File: config.mk
export PLATFORM = sky130hd
export DESIGN_NAME = text_encoding_detector_core
export DESIGN_NICKNAME = d
export VERILOG_FILES = /design/src/sv/ted_pkg.sv /design/src/sv/ted_scan.sv /design/src/sv/text_encoding_detector_core.sv
export SDC_FILE = /design/constraint.sdc
export NUM_CORES = 1
export LEC_CHECK = 0
export ABC_CLOCK_PERIOD_IN_PS = 4000
export BUFFER_PORTS_ARGS = -buffer_cell sky130_fd_sc_hd__buf_2
export CELL_PAD_IN_SITES_DETAIL_PLACEMENT = 0
export CELL_PAD_IN_SITES_GLOBAL_PLACEMENT = 1
export CORE_MARGIN = 2
export CORE_UTILIZATION = 50
export DETAILED_ROUTE_END_ITERATION = 16
export GPL_ROUTABILITY_DRIVEN = 1
export PLACE_DENSITY = 0.85
export SLEW_MARGIN = 10
export SYNTH_ARGS = -nofsm -noshare
export SYNTH_HDL_FRONTEND = slang
export SYNTH_SLANG_ARGS = --single-unit
File: constraint.sdc
create_clock -name aclk -period 4 [get_ports aclk]
set_input_delay 0.8 -clock aclk [delete_from_list [all_inputs] [get_ports aclk]]
set_output_delay 0.8 -clock aclk [all_outputs]
set_load 0.02 [all_outputs]
File: src/sv/ted_pkg.sv
// shared types and constants for the text encoding detector
package ted_pkg;

    // encoding verdict codes
    typedef logic [2:0] enc_t;
    localparam enc_t ENC_UTF8_BOM   = 3'd0;
    localparam enc_t ENC_UTF16_LE   = 3'd1;
    localparam enc_t ENC_UTF16_BE   = 3'd2;
    localparam enc_t ENC_UTF8_PLAIN = 3'd3;
    localparam enc_t ENC_ANSI       = 3'd4;

    // byte order marks
    localparam logic [7:0] BOM8_B0  = 8'hEF;
    localparam logic [7:0] BOM8_B1  = 8'hBB;
    localparam logic [7:0] BOM8_B2  = 8'hBF;
    localparam logic [7:0] BOM16_FF = 8'hFF;
    localparam logic [7:0] BOM16_FE = 8'hFE;

    // utf-8 lead and continuation classes
    localparam logic [7:0] ASCII_MAX  = 8'h7F;
    localparam logic [7:0] MASK_CONT  = 8'hC0;
    localparam logic [7:0] CODE_CONT  = 8'h80;
    localparam logic [7:0] MASK_LEAD2 = 8'hE0;
    localparam logic [7:0] CODE_LEAD2 = 8'hC0;
    localparam logic [7:0] MASK_LEAD3 = 8'hF0;
    localparam logic [7:0] CODE_LEAD3 = 8'hE0;
    localparam logic [7:0] MASK_LEAD4 = 8'hF8;
    localparam logic [7:0] CODE_LEAD4 = 8'hF0;
    localparam logic [7:0] MASK_OVERLONG = 8'hFE;

    // one input transaction as held in the input register
    typedef struct packed {
        logic [7:0] data_byte;
        logic       last_byte;
        logic       empty_file;
    } ted_item_t;

endpackage

File: src/sv/ted_scan.sv
// per-file scan state, utf-8 checker and verdict logic
module ted_scan import ted_pkg::*; (
    input  logic      aclk,
    input  logic      aresetn,
    input  logic      adv,        // registered item moves to the result stage
    input  ted_item_t item,
    output enc_t      encoding    // verdict for the registered item
);

    logic [1:0] bytes_seen_reg, bytes_seen_next;
    logic [7:0] head_reg [3];
    logic [7:0] head_next [3];
    logic [1:0] pend_reg, pend_next;
    logic       invalid_reg, invalid_next;

    // state update for one byte
    always_comb begin
        bytes_seen_next = bytes_seen_reg;
        pend_next       = pend_reg;
        invalid_next    = invalid_reg;
        for (int i = 0; i < 3; i++) begin
            head_next[i] = head_reg[i];
        end
        if (!item.empty_file) begin
            // capture the head of the file
            if (bytes_seen_reg != 2'd3) begin
                for (int i = 0; i < 3; i++) begin
                    if (bytes_seen_reg == 2'(i)) begin
                        head_next[i] = item.data_byte;
                    end
                end
                bytes_seen_next = bytes_seen_reg + 2'd1;
            end
            // utf-8 classification
            if (pend_reg != 2'd0) begin
                if ((item.data_byte & MASK_CONT) != CODE_CONT) begin
                    invalid_next = 1'b1;
                end
                pend_next = pend_reg - 2'd1;
            end else if (item.data_byte <= ASCII_MAX) begin
                pend_next = 2'd0;
            end else if ((item.data_byte & MASK_LEAD2) == CODE_LEAD2) begin
                if ((item.data_byte & MASK_OVERLONG) == CODE_LEAD2) begin
                    invalid_next = 1'b1;
                end
                pend_next = 2'd1;
            end else if ((item.data_byte & MASK_LEAD3) == CODE_LEAD3) begin
                pend_next = 2'd2;
            end else if ((item.data_byte & MASK_LEAD4) == CODE_LEAD4) begin
                pend_next = 2'd3;
            end else begin
                invalid_next = 1'b1;
            end
        end
    end

    // verdict over the state including this byte
    always_comb begin
        if (bytes_seen_next == 2'd3 && head_next[0] == BOM8_B0
                && head_next[1] == BOM8_B1 && head_next[2] == BOM8_B2) begin
            encoding = ENC_UTF8_BOM;
        end else if (bytes_seen_next >= 2'd2 && head_next[0] == BOM16_FF
                && head_next[1] == BOM16_FE) begin
            encoding = ENC_UTF16_LE;
        end else if (bytes_seen_next >= 2'd2 && head_next[0] == BOM16_FE
                && head_next[1] == BOM16_FF) begin
            encoding = ENC_UTF16_BE;
        end else if (invalid_next || pend_next != 2'd0) begin
            encoding = ENC_ANSI;
        end else begin
            encoding = ENC_UTF8_PLAIN;
        end
    end

    // control state, cleared after each verdict
    always_ff @(posedge aclk) begin
        if (!aresetn) begin
            bytes_seen_reg <= 2'd0;
            pend_reg       <= 2'd0;
            invalid_reg    <= 1'b0;
        end else if (adv) begin
            if (item.last_byte) begin
                bytes_seen_reg <= 2'd0;
                pend_reg       <= 2'd0;
                invalid_reg    <= 1'b0;
            end else begin
                bytes_seen_reg <= bytes_seen_next;
                pend_reg       <= pend_next;
                invalid_reg    <= invalid_next;
            end
        end
    end

    // head bytes, only read once written for the current file
    always_ff @(posedge aclk) begin
        if (adv) begin
            for (int i = 0; i < 3; i++) begin
                head_reg[i] <= head_next[i];
            end
        end
    end

endmodule

File: src/sv/text_encoding_detector_core.sv
// top level: input register, scan stage and result register
//
//  channel | ports                              | carries
//  --------+------------------------------------+---------------------------------
//  in      | s_tvalid s_tready s_tdata s_tlast  | one file byte, last, empty flag
//          | s_tuser                            |
//  out     | m_tvalid m_tready m_tdata          | encoding verdict, one per file
//
// one byte is taken per cycle while s_tready is high; the scan state update sets that rate
// a verdict is on m_tdata once the last transaction has passed the input register and the result register
// aresetn (synchronous) clears the scan control state and both valid flags
// a stalled result holds the result register; bytes keep flowing until a
// last transaction reaches the input register, then s_tready drops
module text_encoding_detector_core import ted_pkg::*; (
    input  logic       aclk,
    input  logic       aresetn,
    input  logic       s_tvalid,
    output logic       s_tready,
    input  logic [7:0] s_tdata,   // [7:0] data_byte
    input  logic       s_tlast,   // last_byte
    input  logic       s_tuser,   // empty_file
    output logic       m_tvalid,
    input  logic       m_tready,
    output logic [7:0] m_tdata    // [2:0] encoding, [7:3] zero
);

    ted_item_t item_reg;
    logic      in_valid_reg;
    logic      out_valid_reg;
    enc_t      enc_reg;
    enc_t      encoding;
    logic      adv;

    // a byte-only item always advances; a last item needs a free or draining result register
    assign adv      = in_valid_reg && (!item_reg.last_byte || !out_valid_reg || m_tready);
    assign s_tready = !in_valid_reg || adv;

    // input register
    always_ff @(posedge aclk) begin
        if (!aresetn) begin
            in_valid_reg <= 1'b0;
        end else if (s_tready) begin
            in_valid_reg <= s_tvalid;
        end
    end

    always_ff @(posedge aclk) begin
        if (s_tready && s_tvalid) begin
            item_reg.data_byte  <= s_tdata;
            item_reg.last_byte  <= s_tlast;
            item_reg.empty_file <= s_tuser;
        end
    end

    ted_scan u_scan (
        .aclk     (aclk),
        .aresetn  (aresetn),
        .adv      (adv),
        .item     (item_reg),
        .encoding (encoding)
    );

    // result register
    always_ff @(posedge aclk) begin
        if (!aresetn) begin
            out_valid_reg <= 1'b0;
        end else if (adv && item_reg.last_byte) begin
            out_valid_reg <= 1'b1;
        end else if (m_tready) begin
            out_valid_reg <= 1'b0;
        end
    end

    always_ff @(posedge aclk) begin
        if (adv && item_reg.last_byte) begin
            enc_reg <= encoding;
        end
    end

    assign m_tvalid = out_valid_reg;
    assign m_tdata  = {5'd0, enc_reg};

    // a last item moving on always leaves a verdict behind
    a_last_gives_result: assert property (@(posedge aclk) disable iff (!aresetn)
        (adv && item_reg.last_byte) |=> m_tvalid)
        else $error("last item produced no verdict");

    // the verdict code stays within its defined range
    a_enc_range: assert property (@(posedge aclk) disable iff (!aresetn)
        m_tvalid |-> (m_tdata[2:0] <= ENC_ANSI && m_tdata[7:3] == 5'd0))
        else $error("verdict code out of range");

    // input back-pressure only when both stages are full and output stalls
    a_ready_low: assert property (@(posedge aclk) disable iff (!aresetn)
        !s_tready |-> (in_valid_reg && out_valid_reg && !m_tready))
        else $error("input stalled without a full pipeline");

    // a byte-only item never raises a new result
    a_no_spurious: assert property (@(posedge aclk) disable iff (!aresetn)
        (!m_tvalid && !(adv && item_reg.last_byte)) |=> !m_tvalid)
        else $error("verdict without a last item");

endmodule

After elaboration in Yosys (flattened, before gate mapping)
Memories as Yosys holds them, arrays and structs flattened.
Cells that the tools add are included.
- register bits after elaboration: 20
- bits in writable memories: 24
- input port bits: 14
- output and inout bits: 10
- word-level logic and storage cells: 86
- memories kept: 1
- memories (name ; words ; bits a word ; read ports ; clocked after memory_dff ; wr ports ; RTL line ; RTL):
    u_scan.head_reg ; 3 ; 8 ; 3 ; 0 ; 3 ; ted_scan.sv:11 ; logic [7:0] head_reg [3];
- add/sub/neg operators: 2
- magnitude comparators: 2
- eq/ne operators: 16
- mux-type cells: 31
- reductions and logical operators: 23
- operator list (kind ; count):
    $eq A8 B8 Y1 const B ; 7
    $mux W24 ; 2
    $mux W8 ; 3
    $mux W2 ; 11
    $mux W1 ; 14
    $logic_and A1 B1 Y1 ; 10
    $le A8 B7 Y1 const B ; 1
    $eq A7 B7 Y1 const B ; 1
    $reduce_bool A2 Y1 ; 3
    $eq A5 B5 Y1 const B ; 1
    $eq A2 B2 Y1 const B ; 2
    $eq A4 B4 Y1 const B ; 1
    $logic_or A1 B1 Y1 ; 4
    $ne A2 B2 Y1 const B ; 2
    $eq A3 B3 Y1 const B ; 1
    $logic_not A1 Y1 ; 3
    $mux W3 ; 1
    $reduce_or A3 Y1 ; 1
    $add A2 B1 Y2 const B ; 1
    $eq A2 B1 Y1 const B ; 1
    $ge A2 B2 Y1 const B ; 1
    $logic_not A2 Y1 ; 1
    $reduce_or A2 Y1 ; 1
    $sub A2 B1 Y2 const B ; 1

Logic depth before layout (Yosys ltp)
- depth in word-level cells: 12
- mapped depth: 9

Cells and area by module
From an unflattened synthesis, not the netlist that was laid out.
- cells, all modules: 201
- area, all modules: 2341.0 um^2
- modules (own cells, without submodules) (module ; times used ; cells each ; area each (um^2) ; sequential area each (um^2)):
    ted_scan ; 1 ; 170 ; 1791.7 ; 820.8
    text_encoding_detector_core ; 1 ; 31 ; 549.3 ; 430.4

Worst setup path before layout
No wires, ideal clock.
- path kind: register to register
- from: reg item_reg[0] (netlist name)
- to: reg enc_reg[1] (data pin)
- arrival: 2.024 ns
- data required time: 3.733 ns
- slack: 1.709 ns
- stages on the path, launching flop included: 8
- path buffers: 1
- path through: edfxtp_1 nor3b_4 buf_6 mux2i_1 nand4_1 or4_4 a211oi_1 o22ai_1
- word-level cells in the longest chain between the ends: 6
- elaborated cells on any way between the ends: 25
- those cells by class: 1 x order compare; 8 x eq/ne; 6 x mux; 10 x reduce/logical
- ends and longest elaborated chain (item ; RTL line ; RTL):
    start: declaration ; text_encoding_detector_core.sv:27 ; ted_item_t item_reg;
    $mux W24 or $mux W2 (tied branches) ; ted_scan.sv:24 ; if (!item.empty_file) begin
    $eq A8 B8 Y1 or $eq A2 B2 Y1 (tied branches) ; ted_scan.sv:59 ; if (bytes_seen_next == 2'd3 && head_next[0] == BOM8_B0
    $logic_and A1 B1 Y1 ; ted_scan.sv:59 ;
    $logic_and A1 B1 Y1 (2 in a row) ; ted_scan.sv:60 ; && head_next[1] == BOM8_B1 && head_next[2] == BOM8_B2) begin
    $reduce_or A2 Y1 (no line) ; - ;
    end signal: assignment ; text_encoding_detector_core.sv:76 ; enc_reg <= encoding;
    end: declaration ; text_encoding_detector_core.sv:30 ; enc_t enc_reg;
Parallel ways exist; a longest one is shown, timed or not.
A chain may end at the register's enable or synchronous reset.

==> summary.md <==
| Metric | Value |
|---|---|
| Overall global routing resource usage | roughly a fifth |
| Post-layout instance count excluding filler cells | roughly 250 |
| Placed cell count | 237 |
| Reg-to-reg startpoint | item_reg[0] |
| Run status | finished clean |
| Placeable core region | 0.004294 mm2 |
| Maximum Capacitance Violations | 0 |
| Routed WL | between 4000 and 5000 um |
| Area share of fa/ha/maj cells after synthesis | 0% |
| Final net count | around 210 |
| Origin of the worst min-delay path | u_scan.invalid_reg |
| Register bit count reported by yosys | between 40 and 50 |
| Gate Count Post-Synth | 175 |
| Number of antenna violations at the first check in global routing | 0 |
| Max FFs per register | 24 |
| Actual slew at the worst max-slew pin | ~1.0 ns |
| Worst setup slack for register-to-register paths | 1.04 ns |
| Max Clock Freq | 0.3383 GHz |
| Number of flops mapped to enable cells by yosys | 37 |
| Die Outline Area | 0.004935 mm2 |
| Mapped Area | between 0.002 and 0.0025 mm2 |
| Mean Syn Cell Area | 12.54 um2 |
| Cell taking the most area after synthesis | sky130_fd_sc_hd__edfxtp_1 |
| CTS clock-pin slew for the worst setup and hold paths | 0.09 ns |
| Top fanout value on the critical path | 14 |
| Pin count of the biggest net entering global routing | 28 |
| CTS buffer count | 5 |
| Overall die width | between 70 and 80 um |
| Count of hold-fix buffers inserted at cts | 0 |
| Cell Rows | 24 |
| Deepest level of the CTS H-tree | 2 |
| Residual overflow from global routing | 0 |
| Unrepaired setup endpoints after global routing | false |
| 1st-pass router iterations | 4 |
| Setup crit start | item_reg[0] |
| Least setup slack across all paths after layout | 1.044 ns |
| Total vias in the final route | 1427 |
| Drt drc | 0 |
| Final Hold Fails | 0 |
| Critical path endpoint category | flip-flop |
| Final period utilization | 73.91% |
| Routed wirelength normalized by instance count | approximately 17 um |
| Share of the synthesized area in the top cell type | 50.63% |
| Count of cells along the worst hold path | 2 |
| Capture instance of the worst register-to-register path | enc_reg[1] |
| Flip-flop cell with the highest count after synthesis | sky130_fd_sc_hd__edfxtp_1 |
| Worst Setup Path Type | flip-flop to flip-flop |
| Leakage dissipation | 0.0008478 uW |
| Number of library cell types mapped by synthesis | 48 |
| Global-route wire length before repair | 7134 um |
| Commonest cells in the netlist | 37 x sky130_fd_sc_hd__edfxtp_1, 19 x sky130_fd_sc_hd__mux2_2, 11 x sky130_fd_sc_hd__nor2_1 |
| Simple-gate area share of the yosys netlist | 13.11% |
| Count of inserted antenna diode cells | 0 |
| Count of input and output buffers | 18 |
| Starting density of the core | 51.11% |
| Detailed router's first-iteration violation count | 121 |
| Setup slack after placement | 1.035 ns |
| Slew margin rel. | between 30% and 40% |
| Main combinational cell family by area after synthesis | simple AND/OR/NAND/NOR gates |
| Sequential share of the synthesized area | a little under three fifths |
| Post-Route Setup TNS | 0 ns |
| Worst setup skew after layout | approximately 0.014 ns |
| Vias per Instance | a little under 6 |
| Clock latency on the worst-skew pair | around 0.3 ns |
| Clock root buffer master | sky130_fd_sc_hd__clkbuf_8 |
| Type of the most critical hold path | flip-flop to flip-flop |
| Maximum clock insertion buffer count | 2 |
| Multiplexer area fraction after synthesis | about an eighth |
| Top-level port count | 24 |
| Number of global-route vias before repair | ~1400 |
| TritonCTS clock tree | yes |
| Layout overhead on the synthesized area | 7.868% |
| Count of synthesis-stage warnings from yosys | 0 |
| Synthesized-area fraction occupied by ao, oa, aoi and oai cells | 10.83% |
| IR Drop Worst-Case VDD | ~280 uV |
| Sort of element at the start of the critical path | flip-flop |
| Arrival time of data at the critical path endpoint | roughly 3 ns |
| Resized Gates After CTS | 0 |
| Total of endpoints with negative setup slack in the final report | 0 |
| Half-perimeter wire length after placement | roughly 3100 um |
| End point of the worst hold path | u_scan.invalid_reg |
| Fraction of layout instances using a drive strength above 1 | 27.46% |
| Parity-gate share of the synthesized area counting xor and xnor cells | 0% |
| Die height | about 70 um |
| Largest cells by area after synthesis | sky130_fd_sc_hd__edfxtp_1 51%, sky130_fd_sc_hd__mux2_2 9.7%, sky130_fd_sc_hd__dfxtp_1 6.4%, sky130_fd_sc_hd__mux2i_1 2.3%, sky130_fd_sc_hd__buf_6 2.1% |
| Slew Limit Fails | 0 |
| Async set-or-reset flop fraction in the synthesized netlist | 0% |
| Final Util | between 50% and 60% |
| Period minus WS final | between 2 and 3 ns |
| Total power divided by cell area | around 380 mW/mm2 |
| Post-route antenna net violation count | 0 |
| Clk sink count | between 40 and 50 |
| RD Place Congestion | 0.8930 |
| R2R cell count | 6 |
| Setup repair bufs after CTS | 0 |
| CP Data Required Time | roughly 4 ns |
| Most repeated cell in the gate-level netlist after synthesis | sky130_fd_sc_hd__edfxtp_1 |
[worst max-delay path, stage by stage (launching register included)]
cell	delay (ns)
sky130_fd_sc_hd__edfxtp_1	0.62
sky130_fd_sc_hd__nor3b_4	0.58
sky130_fd_sc_hd__mux2_2	0.41
sky130_fd_sc_hd__nand2b_1	0.14
sky130_fd_sc_hd__or4_4	0.51
sky130_fd_sc_hd__a211oi_1	0.30
sky130_fd_sc_hd__o22ai_1	0.13
[power by group]
| group | internal [uW] | total (uW) | switching (uW) | leakage, uW |
|---|---|---|---|---|
| clock | 138 | 281 | 143 | 0.0000510 |
| sequential | 522 | 544 | 22.1 | 0.000406 |
| combinational | 33.1 | 75.6 | 42.5 | 0.000391 |
[cells in the final DEF, fill, tap and decap left out, drive strengths merged, types with 5 or more instances in the layout]
master	synthesis	routed
edfxtp	37	37
mux2	20	20
nand2	8	8
dfxtp	7	7
conb	1	5
o21ai	6	6
nand4	5	5
nor2	11	11
clkbuf	3	6
nor3b	5	5
mux2i	5	5
buf	10	19
a21oi	5	5
inv	10	10
[how the worst max path moves through the flow]
stage / end / slack, ns / cells after the start
finish: enc_reg[1] / 1.04 / 6
global route: enc_reg[1] / 0.88 / 6
CTS: enc_reg[1] / 1.04 / 6
detailed placement: enc_reg[1] / 1.03 / 6
global placement: enc_reg[1] / 1.24 / 6
floorplan: enc_reg[1] / 1.71 / 7
[routing by layer]
layer  GRT usage, %  share of wire (%)
met2          30.40                 49
met3          4.906                5.5
met4          7.051                1.8
met5              0                  0
met1          25.55                 44
[stage by stage]
step | power (uW) | instance area, um2 | hold slack, ns
after CTS | 910.4 | 2367 | 0.4875
after detailed placement | 629.9 | 2275 | 0.4686
after floorplan | 607.2 | 2210 | 0.4381
after global routing | 943.6 | 2367 | 0.5162
final | 900.1 | 2367 | 0.4925
after global placement | 625.2 | 2275 | 0.4614
[logic make-up after synthesis]
family          after synthesis
simple gates                 48
flops                        44
compound gates               34
mux                          25
buf+inv                      23
other cells                   1
[layout make-up]
type                            instances  area [um2]
Fill cell                             389        1927
Sequential cell                        44        1251
Multi-Input combinational cell        112       823.3
Timing Repair Buffer                   19       97.59
Clock buffer                            6       82.58
Tap cell                               52       65.06
Inverter                               10       37.54
Clock inverter                          2       10.01
No activity file was read; power rests on OpenSTA's default activity.
